===== src/rtl/core/grouped_prefix_window_sums_defines.svh =====
// Assertion macros for the grouped prefix window sums block.
// Used by the top level only; expects clk and rst_n in scope.
`ifndef GROUPED_PREFIX_WINDOW_SUMS_DEFINES_SVH
`define GROUPED_PREFIX_WINDOW_SUMS_DEFINES_SVH

// Same-cycle implication, off while in reset
`define GPWS_ASSERT_NOW(lbl, ante, cons, msg) \
  lbl: assert property (@(posedge clk) disable iff (!rst_n) (ante) |-> (cons)) \
    else $error(msg);

// Next-cycle implication, off while in reset
`define GPWS_ASSERT_NEXT(lbl, ante, cons, msg) \
  lbl: assert property (@(posedge clk) disable iff (!rst_n) (ante) |=> (cons)) \
    else $error(msg);

`endif


===== src/rtl/core/gpws_pkg.sv =====
// Shared types, constants and helpers for the grouped prefix window sums block.
// No dependencies.
`default_nettype none
package gpws_pkg;

  localparam int MAX_ROWS    = 1024;
  localparam int MAX_PERIODS = 10;
  localparam int ROW_W       = 10;
  localparam int PER_W       = 4;
  localparam int CNT_W       = 11;
  localparam int VAL_W       = 32;
  localparam int GRP_W       = 16;
  localparam int SUM_W       = 48;
  localparam int IDX_W       = 6;
  localparam int CELLS       = MAX_ROWS * MAX_PERIODS;
  localparam int CELL_W      = $clog2(CELLS);
  localparam int DESC_W      = ROW_W + GRP_W;

  // Action codes
  localparam logic [1:0] ACT_LOAD_VAL  = 2'd0;
  localparam logic [1:0] ACT_LOAD_DESC = 2'd1;
  localparam logic [1:0] ACT_COMPUTE   = 2'd2;
  localparam logic [1:0] ACT_EMIT      = 2'd3;

  // Register indexes
  localparam logic REG_ROW_COUNT    = 1'b0;
  localparam logic REG_PERIOD_COUNT = 1'b1;

  typedef struct packed {
    logic [CNT_W-1:0] n;  // rows in use
    logic [PER_W-1:0] t;  // periods in use
  } cfg_t;

  typedef struct packed {
    logic [1:0]       op;
    logic [ROW_W-1:0] row;
    logic [PER_W-1:0] period;
    logic [VAL_W-1:0] value;
    logic [ROW_W-1:0] source_row;
    logic [GRP_W-1:0] group_id;
  } cmd_t;

  typedef struct packed {
    logic [ROW_W-1:0] out_row;
    logic [PER_W-1:0] window_start;
    logic [PER_W-1:0] window_length;
    logic [IDX_W-1:0] window_index;
    logic [SUM_W-1:0] sum;
    logic             last;
  } res_t;

  // Flat cell address of (row, period)
  function automatic logic [CELL_W-1:0] cell_addr(input logic [ROW_W-1:0] row,
                                                 input logic [PER_W-1:0] per);
    cell_addr = CELL_W'(row) * CELL_W'(MAX_PERIODS) + CELL_W'(per);
  endfunction

endpackage
`default_nettype wire


===== src/rtl/core/gpws_front.sv =====
// Front end: accepts items, drops those with no effect, queues commands.
// Depends on gpws_pkg.
`default_nettype none
module gpws_front
  import gpws_pkg::*;
(
  input  wire logic             clk,
  input  wire logic             rst_n,
  input  wire cfg_t             cfg,
  input  wire logic             push,
  output logic                  full,
  input  wire logic [1:0]       in_action,
  input  wire logic [ROW_W-1:0] in_row,
  input  wire logic [PER_W-1:0] in_period,
  input  wire logic [VAL_W-1:0] in_value,
  input  wire logic [ROW_W-1:0] in_source_row,
  input  wire logic [GRP_W-1:0] in_group_id,
  output logic                  cmd_valid,
  output cmd_t                  cmd,
  input  wire logic             cmd_pop
);

  cmd_t       q_r [2];
  logic       wp_r, wp_nxt, rp_r, rp_nxt;
  logic [1:0] cnt_r, cnt_nxt;
  logic       keep;
  logic       do_push;
  logic       do_pop;
  cmd_t       item;

  // Classify: drop items that change nothing
  always_comb begin
    item = '{op: in_action, row: in_row, period: in_period, value: in_value,
             source_row: in_source_row, group_id: in_group_id};
    keep = 1'b1;
    case (in_action)
      ACT_LOAD_VAL:  keep = (in_period < PER_W'(MAX_PERIODS));
      ACT_LOAD_DESC: keep = 1'b1;
      ACT_COMPUTE:   keep = (cfg.n != '0) && (cfg.t != '0);
      default:       keep = ({1'b0, in_row} < cfg.n) && (cfg.t != '0);
    endcase
  end

  assign full      = (cnt_r == 2'd2);
  assign cmd_valid = (cnt_r != 2'd0);
  assign cmd       = q_r[rp_r];
  assign do_push   = push && !full && keep;
  assign do_pop    = cmd_pop && cmd_valid;

  always_comb begin
    wp_nxt  = do_push ? ~wp_r : wp_r;
    rp_nxt  = do_pop ? ~rp_r : rp_r;
    cnt_nxt = cnt_r + {1'b0, do_push} - {1'b0, do_pop};
  end

  // Queue storage
  always_ff @(posedge clk) begin
    if (do_push) q_r[wp_r] <= item;
  end

  always_ff @(posedge clk) begin
    if (!rst_n) begin
      wp_r  <= 1'b0;
      rp_r  <= 1'b0;
      cnt_r <= 2'd0;
    end else begin
      wp_r  <= wp_nxt;
      rp_r  <= rp_nxt;
      cnt_r <= cnt_nxt;
    end
  end

endmodule
`default_nettype wire


===== config.mk =====
export PLATFORM = sky130hd
export DESIGN_NAME = gpws_front
export DESIGN_NICKNAME = d
export VERILOG_FILES = /design/src/rtl/core/grouped_prefix_window_sums_defines.svh /design/src/rtl/core/gpws_pkg.sv /design/src/rtl/core/gpws_front.sv
export SDC_FILE = /design/constraint.sdc
export NUM_CORES = 1
export LEC_CHECK = 0
export BUFFER_PORTS_ARGS = -buffer_cell sky130_fd_sc_hd__buf_2
export CORE_ASPECT_RATIO = 1.1
export CORE_MARGIN = 4
export CORE_UTILIZATION = 50
export CTS_CLUSTER_DIAMETER = 80
export CTS_CLUSTER_SIZE = 10
export DETAILED_ROUTE_END_ITERATION = 16
export PLACE_DENSITY = 0.77
export SLEW_MARGIN = 20
export SYNTH_ARGS = -nofsm -noshare
export SYNTH_HDL_FRONTEND = slang
export SYNTH_SLANG_ARGS = --single-unit

===== constraint.sdc =====
create_clock -name clk -period 10.8 [get_ports clk]
set_clock_uncertainty 0.1 [all_clocks]
set_input_delay 1.08 -clock clk [delete_from_list [all_inputs] [get_ports clk]]
set_output_delay 1.08 -clock clk [all_outputs]
set_load 0.02 [all_outputs]

==> results.sh, run 1 <==
export IMPL_outcome="complete, no violations"
export IMPL_final_common_cell="buf_2"
export IMPL_r2r_cells=4
export IMPL_synthToLayoutAreaGrowth_pct=27.8
export IMPL_critPathKind="input port to flop"
export IMPL_core_sq_mm=0.0115
export IMPL_regArea_sq_mm=0.00455
export IMPL_rsz0062_at_grt="no"
export IMPL_initialDrtViolationCount=117
export IMPL_power_frac_seq_pct=43.6
export IMPL_cts_resized_gates=0
export IMPL_relSlewSlack_pct=33.5
export IMPL_power_total_mw=1.88
export IMPL_yosysWarnings=0
export IMPL_setup_tns_ns=0
export IMPL_nNetsFinal=587
export IMPL_finish_utilization_pct=65.5
export IMPL_clock_latency_ns=0.40
export IMPL_drc=0
export IMPL_hold_ws_ns=0.451
export IMPL_synth_cell_types=36
export IMPL_met1_length_mm=4.45
export IMPL_postSynthAreaPerCell_sq_um=19.6
export IMPL_maxCapViolations=0
export IMPL_multi_input_area_sq_mm=0.00131
export IMPL_grt_pass1_vias=3433
export IMPL_clkSinkCount=153
export IMPL_ir_worst_vdd_mv=0.154
export IMPL_maxUsedRoutingLayer="met4"
export IMPL_hold_violations=0
export IMPL_vias=3243
export IMPL_slew_violations=0
export IMPL_row_count=41
export IMPL_cp_data_required_time_ns=10.72
export IMPL_tightest_slew_ns=0.997
export IMPL_end_kind="flop"
export IMPL_swShare_pct=28.6
export IMPL_place_congestion=0.764
export IMPL_root_buffer="clkbuf_16"
export IMPL_first_pass_iters=4
export IMPL_mostFrequentLayoutCells="buf_2 (168), edfxtp_1 (148), mux2_2 (74)"
export IMPL_hold_buffers=0
export IMPL_yosys_area_share_xor_xnor_pct=0.444
export IMPL_slowest_stage="buf_4"
export IMPL_yosysSeqAreaShare_pct=76.9
export IMPL_setup_viol=0
export IMPL_syn_nets=406
export IMPL_antenna_left=0
export IMPL_synth_compound_area_share_pct=2.14
export IMPL_slowest_delay_ns=0.80
export IMPL_fp_dieH_um=122
export IMPL_wl_met2_mm=5.56
export IMPL_p_sw_mw=0.538
export IMPL_synth_top_family_by_area="multiplexers"
export IMPL_fill_cells=833
export IMPL_crit_chain="buf_2, inv_1, ha_1, a21o_1, a22o_1, a311oi_2, o21ai_2, a211oi_4, buf_4"
export IMPL_die_area_sq_mm=0.0136
export IMPL_combPwrFrac_pct=24.3
export IMPL_drive_above_1_share_pct=56.5
export IMPL_holdPathStages=2
export IMPL_ys_seq_elements=153
export IMPL_via_per_inst=5.02
export IMPL_synthMuxAreaShare_pct=14.1
export IMPL_p_clk_share_pct=32.0
export IMPL_yosys_area_share_simple_pct=2.73
export IMPL_netlist_top_cells_area="edfxtp_1 (75%), mux2_2 (14%), ha_1 (2.3%)"
export IMPL_cp_max_fo=74
export IMPL_ios=169
export IMPL_hp_class="flop to flop"
export IMPL_met3_length_um=750
export IMPL_fin_crit_sh_pct=33.1
export IMPL_post_synth_fa_ha_maj_area_fraction_pct=2.33
export IMPL_initial_utilization_pct=51.2
export IMPL_layout_min_cycle_time_ns=3.57
export IMPL_grt_ovfl_total=0
export IMPL_dp_hpwl_mm=7.13
export IMPL_max_freq_mhz=280
export IMPL_synthCells=302
export IMPL_portBuffers=168
export IMPL_cts_buffers=17
export IMPL_place_area_sq_mm=0.00695
export IMPL_cts_tree="yes"
export IMPL_synthesis_area_sq_mm=0.00591
export IMPL_wl_per_cell_um=16.9
export IMPL_grt_pass1_wl_mm=16.7
export IMPL_grt_usage_pct=16.0
export IMPL_routed_wl_mm=10.9
export IMPL_clkTransAtPathRegs_ns=0.05
export IMPL_synth_largest_area_cell="edfxtp_1"
export IMPL_arrival_ns=3.50
export IMPL_max_clock_path_buffers=2
export IMPL_die_x_um=112
export IMPL_synth_top_area_share_pct=75.2
export IMPL_post_cts_buffers=0
export IMPL_htreeDepth=4
export IMPL_postLayoutCellArea_sq_mm=0.00756
export IMPL_intPower_mw=1.34
export IMPL_grt_max_degree=75
export IMPL_antenna_found_initial=0
export IMPL_p_per_area_mw_per_mm2=248
export IMPL_start_kind="input port"
export IMPL_leakagePower_nw=2.89
export IMPL_diodes=0
-- sequential cells by signal (all words and copies together), names as in the netlist, named ones only --
register,count
cnt_r,2
q_r,148
rp_r,1
wp_r,1
-- layer usage --
metal  global-route usage (%)  vias up
met2                     27.4      109
met3                     6.36       10
met5                        0        -
li1                         -     1542
met1                     18.5     1582
met4                     5.63        0
-- cell usage after synthesis --
| library cell | instances |
|---|---|
| o21ai_0 | 1 |
| a211oi_1 | 3 |
| nor3b_1 | 1 |
| o211ai_1 | 1 |
| and3_1 | 1 |
| edfxtp_1 | 148 |
| or3b_1 | 1 |
| o21ai_2 | 1 |
| o31ai_1 | 1 |
| xnor2_1 | 3 |
| mux2_2 | 74 |
| ha_1 | 11 |
| nand4b_1 | 1 |
| nand2_1 | 1 |
| and2_1 | 3 |
| a311oi_2 | 1 |
| o211ai_2 | 1 |
| inv_1 | 12 |
| or2_2 | 2 |
| nor2b_1 | 3 |
| nor3_1 | 1 |
| nand3_1 | 2 |
| a21o_1 | 2 |
| or2_0 | 1 |
| nor4_1 | 3 |
| nor2_1 | 2 |
| nor4b_1 | 1 |
| nand2b_1 | 2 |
| dfxtp_1 | 5 |
| a22o_1 | 1 |
| buf_2 | 6 |
| a31oi_2 | 1 |
| clkbuf_1 | 2 |
| a21oi_1 | 1 |
| or4_1 | 1 |
| a31oi_1 | 1 |
-- kinds of logic (layout without fill, tap and decap cells) --
logic type | count (synthesis) | after routing
XOR/XNOR | 3 | 3
buffers and inverters | 20 | 214
multiplexers | 74 | 74
flip-flops | 153 | 153
AND/OR/NAND/NOR | 26 | 26
AO/OA/AOI/OAI | 15 | 15
adder cells (fa/ha/maj) | 11 | 11
-- layout make-up --
type | instances | area share [%]
flip-flops and latches | 153 | 60.2
multi-input cells | 129 | 17.3
repair buffers | 170 | 11.3
clock buffers | 20 | 5.78
well taps | 150 | 2.48
clock inverters | 12 | 2.29
inverters | 12 | 0.596
-- path summary, 6_finish.rpt --
| check | startpoint | end | slack (ns) |
|---|---|---|---|
| worst max-delay path | cfg[9] | q_r[0][43] | 7.23 |
| worst min-delay path | rp_r | flop | 0.45 |
| worst max register to register | cnt_r[0] | q_r[0][43] | 8.48 |
| worst min register to register | rp_r | flop | 0.45 |
-- power by group through the flow --
stage	Clock, mW	Combinational [mW]	Sequential [mW]
floorplan	0	0.343	0.805
global placement	0	0.458	0.828
detailed placement	0	0.464	0.833
CTS	0.614	0.466	0.821
global route	0.644	0.490	0.830
finish	0.601	0.457	0.819
-- critical path, delay by kind of cell --
family / cells / cell delay (ns)
buffers and inverters: 3 / 0.93
AO/OA/AOI/OAI: 5 / 1.15
adder cells (fa/ha/maj): 1 / 0.29
-- per-stage QoR --
stage	setup WS (ns)	instances
final	7.23	646
after global routing	7.07	646
after CTS	7.22	646
after detailed placement	6.78	614
after global placement	6.83	614
after floorplan	2.38	302
(Power assumes the default switching activity.)
==> run 2: changes to the inputs <==
Clock period 10.8 ns to 3.4 ns, I/O delays scaled along.
==> results.sh, run 2 (synthesis gave the netlist of run 1 again) <==
export IMPL_initialDrtViolationCount=138
export IMPL_die_x_um=112
export IMPL_grt_busiest_layer="met2"
export IMPL_critPathKind="flop to primary output"
export IMPL_routed_wl_mm=11.2
export IMPL_place_area_sq_mm=0.00704
export IMPL_final_common_cell="buf_2"
export IMPL_clkSinkCount=153
export IMPL_postLayoutCellArea_sq_mm=0.00762
export IMPL_vias=3334
export IMPL_nNetsFinal=589
export IMPL_initial_utilization_pct=51.2
export IMPL_cpLargestDelayFamily="flip-flops"
export IMPL_drc=0
export IMPL_grt_pass1_wl_mm=17.6
export IMPL_grt_ovfl_total=0
export IMPL_antenna_left=0
export IMPL_layout_min_cycle_time_ns=2.49
export IMPL_rsz0062_at_grt="no"
export IMPL_met2_usage_pct=28.7
export IMPL_cp_data_required_time_ns=2.96
export IMPL_clkTransAtPathRegs_ns=0.06
export IMPL_crit_chain="mux2_2, buf_2"
export IMPL_hp_class="input port to flop"
export IMPL_mostFrequentLayoutCells="buf_2 (168), edfxtp_1 (148), mux2_2 (74)"
export IMPL_rrSetupSlack_ns=1.36
export IMPL_setup_viol=0
export IMPL_slowest_delay_ns=1.00
export IMPL_setup_tns_ns=0
export IMPL_tightest_slew_ns=0.992
export IMPL_max_clock_path_buffers=2
export IMPL_diodes=0
export IMPL_core_sq_mm=0.0115
export IMPL_fp_dieH_um=122
export IMPL_max_freq_mhz=402
export IMPL_htreeDepth=4
export IMPL_p_clk_share_pct=31.0
export IMPL_arrival_ns=2.05
export IMPL_hold_ws_ns=0.0281
export IMPL_grt_max_degree=75
export IMPL_cts_buffers=17
export IMPL_top_register="q_r"
export IMPL_synthToLayoutAreaGrowth_pct=28.9
export IMPL_hold_buffers=0
export IMPL_path_depth=2
export IMPL_combPwrFrac_pct=25.1
export IMPL_leakagePower_nw=2.90
export IMPL_grt_pass1_vias=3555
export IMPL_slowest_stage="dfxtp_4"
export IMPL_dp_cells=616
export IMPL_reg_top3="q_r x148, cnt_r x2"
export IMPL_root_buffer="clkbuf_16"
export IMPL_dp_hpwl_mm=7.64
export IMPL_start_kind="flop"
export IMPL_first_pass_iters=4
export IMPL_cts_tree="yes"
export IMPL_ir_worst_vdd_mv=0.470
export IMPL_swShare_pct=29.1
export IMPL_post_cts_buffers=0
export IMPL_grt_met3_usage_pct=6.36
export IMPL_p_sw_mw=1.72
export IMPL_portBuffers=168
export IMPL_end_kind="primary output"
export IMPL_ios=169
export IMPL_met1_usage_pct=20.0
export IMPL_place_congestion=0.823
export IMPL_fin_crit_sh_pct=73.1
export IMPL_antenna_found_initial=1
export IMPL_crit_buf_inv=1
export IMPL_maxCapViolations=0
export IMPL_p_per_area_mw_per_mm2=776
export IMPL_clock_latency_ns=0.40
export IMPL_fin_cells=647
export IMPL_power_total_mw=5.92
export IMPL_hold_violations=0
export IMPL_reg2reg_to="cnt_r[1]"
export IMPL_die_area_sq_mm=0.0136
export IMPL_slew_violations=0
export IMPL_power_frac_seq_pct=43.9
export IMPL_r2r_start="cnt_r[0]"
export IMPL_outcome="complete, no violations"
export IMPL_cts_resized_gates=0
export IMPL_row_count=41
export IMPL_r2r_cells=9
export IMPL_cp_max_fo=74
export IMPL_wl_per_cell_um=17.3
export IMPL_critPathCapture="cmd[12]"
export IMPL_grt_usage_pct=16.7
export IMPL_drive_above_1_share_pct=58.6
export IMPL_via_per_inst=5.15
export IMPL_largest_reg_flops=148
export IMPL_intPower_mw=4.19
export IMPL_relSlewSlack_pct=33.9
[run 2: cell count changes in the layout (fill, tap and decap cells not counted), sizes merged]
| cell | delta |
|---|---|
| buf | +2 |
| bufinv | -1 |
| clkinv | +2 |
| clkbuf | -1 |
| clkinvlp | -1 |
[run 2: stage by stage]
step                utilization [%]  setup WS, ns
floorplan                         -        -0.504
global placement               61.0         0.569
detailed placement             61.0         0.516
CTS                            66.0         0.891
global route                   66.0         0.815
finish                         66.0         0.914
[run 2: worst min-delay path by stage]
stage	slack (ns)	cells after the start	to	startpoint
6_report	0.03	1	q_r[0][49]	in_value[23]
3_3_place_gp	0.42	2	flop	rp_r
4_1_cts	0.006	1	q_r[0][43]	in_value[17]
2_1_floorplan	0.34	0	q_r[0][0]	in_group_id[0]
5_1_grt	0.003	1	q_r[0][58]	in_period[0]
3_5_place_dp	0.43	2	flop	rp_r
[run 2: area by class of cell]
type	count	area, sq um
timing repair buffer	172	896
tap	150	188
fill	807	3920
clock buffer	19	433
clock inverter	12	151
multi-input combinational	129	1350
sequential	153	4550
inverter	12	52.6
[run 2: layer usage]
metal / wire, um / vias to the layer above
met5: 13 / -
met4: 58 / 2
met3: 960 / 11
met2: 5790 / 152
met1: 4360 / 1623
li1: - / 1546
[run 2: worst register-to-register path, stage by stage (launching register included)]
cell,delay (ns)
dfxtp_1,0.35
nand2b_1,0.16
o211ai_2,0.22
a21o_1,0.23
ha_1,0.26
inv_1,0.04
ha_1,0.18
xnor2_1,0.13
xnor2_1,0.12
and2_1,0.15
[run 2: power by group through the flow]
| stage | logic [mW] | registers (mW) | clock network (mW) |
|---|---|---|---|
| finish | 1.48 | 2.59 | 1.84 |
| floorplan | 1.11 | 2.51 | 0 |
| global route | 1.60 | 2.63 | 1.97 |
| detailed placement | 1.50 | 2.64 | 0 |
| CTS | 1.51 | 2.60 | 1.88 |
| global placement | 1.49 | 2.62 | 0 |
==> run 3: changes to the inputs <==
Clock period 3.4 ns to 2.5 ns, I/O delays scaled along.
==> results.sh, run 3 (synthesis gave the netlist of run 1 again) <==
export IMPL_wl_per_cell_um=16.8
export IMPL_mostFrequentLayoutCells="buf_2 (168), edfxtp_1 (148), mux2_2 (74)"
export IMPL_slew_violations=0
export IMPL_drc=0
export IMPL_slowest_stage="dlygate4sd3_1"
export IMPL_cp_max_fo=3
export IMPL_tightest_slew_ns=0.376
export IMPL_portBuffers=168
export IMPL_grt_max_degree=49
export IMPL_fin_crit_sh_pct=94.5
export IMPL_p_sw_mw=2.40
export IMPL_hold_ws_ns=0.0351
export IMPL_nNetsFinal=671
export IMPL_cp_data_required_time_ns=2.70
export IMPL_swShare_pct=29.1
export IMPL_dp_hpwl_mm=7.81
export IMPL_die_x_um=112
export IMPL_relSlewSlack_pct=75.0
export IMPL_critPathKind="input port to flop"
export IMPL_place_congestion=0.797
export IMPL_r2r_cells=8
export IMPL_clkTransAtPathRegs_ns=0.06
export IMPL_post_cts_buffers=0
export IMPL_final_common_cell="buf_2"
export IMPL_drive_above_1_share_pct=53.4
export IMPL_antenna_left=0
export IMPL_clock_latency_ns=0.41
export IMPL_hold_violations=0
export IMPL_p_per_area_mw_per_mm2=974
export IMPL_grt_usage_pct=18.2
export IMPL_antenna_found_initial=0
export IMPL_grt_pass1_vias=3956
export IMPL_top_register="q_r"
export IMPL_core_sq_mm=0.0115
export IMPL_ir_worst_vdd_mv=0.653
export IMPL_hold_path_startpoint="in_row[8]"
export IMPL_setup_viol=0
export IMPL_setup_ws_ns=0.137
export IMPL_grt_pass1_wl_mm=19.2
export IMPL_hold_path_end="q_r[0][70]"
export IMPL_crit_buf_inv=3
export IMPL_p_clk_share_pct=30.2
export IMPL_first_pass_iters=4
export IMPL_crit_start="in_row[0]"
export IMPL_start_kind="input port"
export IMPL_leakagePower_nw=3.26
export IMPL_fp_dieH_um=122
export IMPL_combPwrFrac_pct=28.9
export IMPL_outcome="complete, no violations"
export IMPL_reg2reg_to="cnt_r[1]"
export IMPL_initial_utilization_pct=51.2
export IMPL_cts_buffers=17
export IMPL_htreeDepth=4
export IMPL_end_kind="flop"
export IMPL_largest_reg_flops=148
export IMPL_reg_top3="q_r x148, cnt_r x2"
export IMPL_r2r_start="cnt_r[1]"
export IMPL_cts_tree="yes"
export IMPL_vias=3595
export IMPL_max_freq_mhz=423
export IMPL_power_frac_seq_pct=40.9
export IMPL_rrSetupSlack_ns=0.60
export IMPL_max_clock_path_buffers=2
export IMPL_clkSinkCount=153
export IMPL_crit_top_cell="o21ai_2"
export IMPL_root_buffer="clkbuf_16"
export IMPL_crit_chain="dlygate4sd3_1, buf_2, nor2b_2, o21ai_2, a311oi_2, o21ai_2, a21o_1, ha_1, inv_1, ha_2, xnor2_2, xnor2_1, and2_1"
export IMPL_power_total_mw=8.24
export IMPL_maxCapViolations=0
export IMPL_intPower_mw=5.84
export IMPL_row_count=41
export IMPL_holdPathStages=2
export IMPL_via_per_inst=4.93
export IMPL_initialDrtViolationCount=152
export IMPL_cpLargestDelayFamily="buffers and inverters"
export IMPL_synthToLayoutAreaGrowth_pct=43.0
export IMPL_ios=169
export IMPL_die_area_sq_mm=0.0136
export IMPL_layout_min_cycle_time_ns=2.36
export IMPL_dp_slack_ns=-0.170
export IMPL_diodes=0
export IMPL_fill_cells=720
export IMPL_hp_class="input port to flop"
export IMPL_grt_ovfl_total=0
export IMPL_slowest_delay_ns=0.54
export IMPL_routed_wl_mm=12.2
export IMPL_arrival_ns=2.56
==> run 3: cell count changes in the layout (fill, tap and decap cells not counted), sizes merged <==
cell	change
clkinvlp	+1
clkbuf	-1
buf	+15
dlygate4sd3	+67
==> run 3: how the worst max path moves through the flow <==
stage               depth (start not counted)        end
floorplan                                   6  q_r[0][0]
CTS                                        13   cnt_r[1]
detailed placement                         14   cnt_r[1]
global route                               13   cnt_r[1]
finish                                     13   cnt_r[1]
global placement                           14   cnt_r[1]
==> run 3: area by class of cell <==
class	instances	area (sq um)	share of cell area, %
clock inverters	13	153	1.81
clock buffers	18	429	5.08
repair buffers	254	1720	20.3
inverters	12	52.6	0.621
flip-flops and latches	153	4550	53.8
multi-input cells	129	1370	16.2
well taps	150	188	2.22
==> run 3: stage by stage <==
step / setup TNS (ns) / std cells / instance area (sq um) / util, %
2_1_floorplan: -194.49 / 302 / 5990 / -
3_3_place_gp: -7.06 / 631 / 7190 / 62.3
3_5_place_dp: -12.75 / 631 / 7190 / 62.3
4_1_cts: 0 / 729 / 8440 / 73.1
5_1_grt: -0.00485 / 729 / 8460 / 73.3
6_report: 0 / 729 / 8460 / 73.3
==> run 3: power by group through the flow <==
stage	Clock [mW]	Sequential [mW]	Combinational [mW]
3_3_place_gp	0	3.40	2.27
6_report	2.49	3.37	2.38
4_1_cts	2.54	3.37	2.38
2_1_floorplan	0	3.41	1.50
5_1_grt	2.67	3.40	2.55
3_5_place_dp	0	3.42	2.29
==> run 3: per-layer routing <==
layer | wire [um] | GRT usage [%]
met2 | 6380 | 32.3
met4 | 69 | 4.41
met5 | 0 | 0
met3 | 879 | 6.51
met1 | 4910 | 21.1
==> run 3: timing repair <==
action	in CTS	in global routing
hold endpoints to repair	134	0
endpoints found under the setup margin	0	29
resized for setup	0	4
hold buffers	67	0
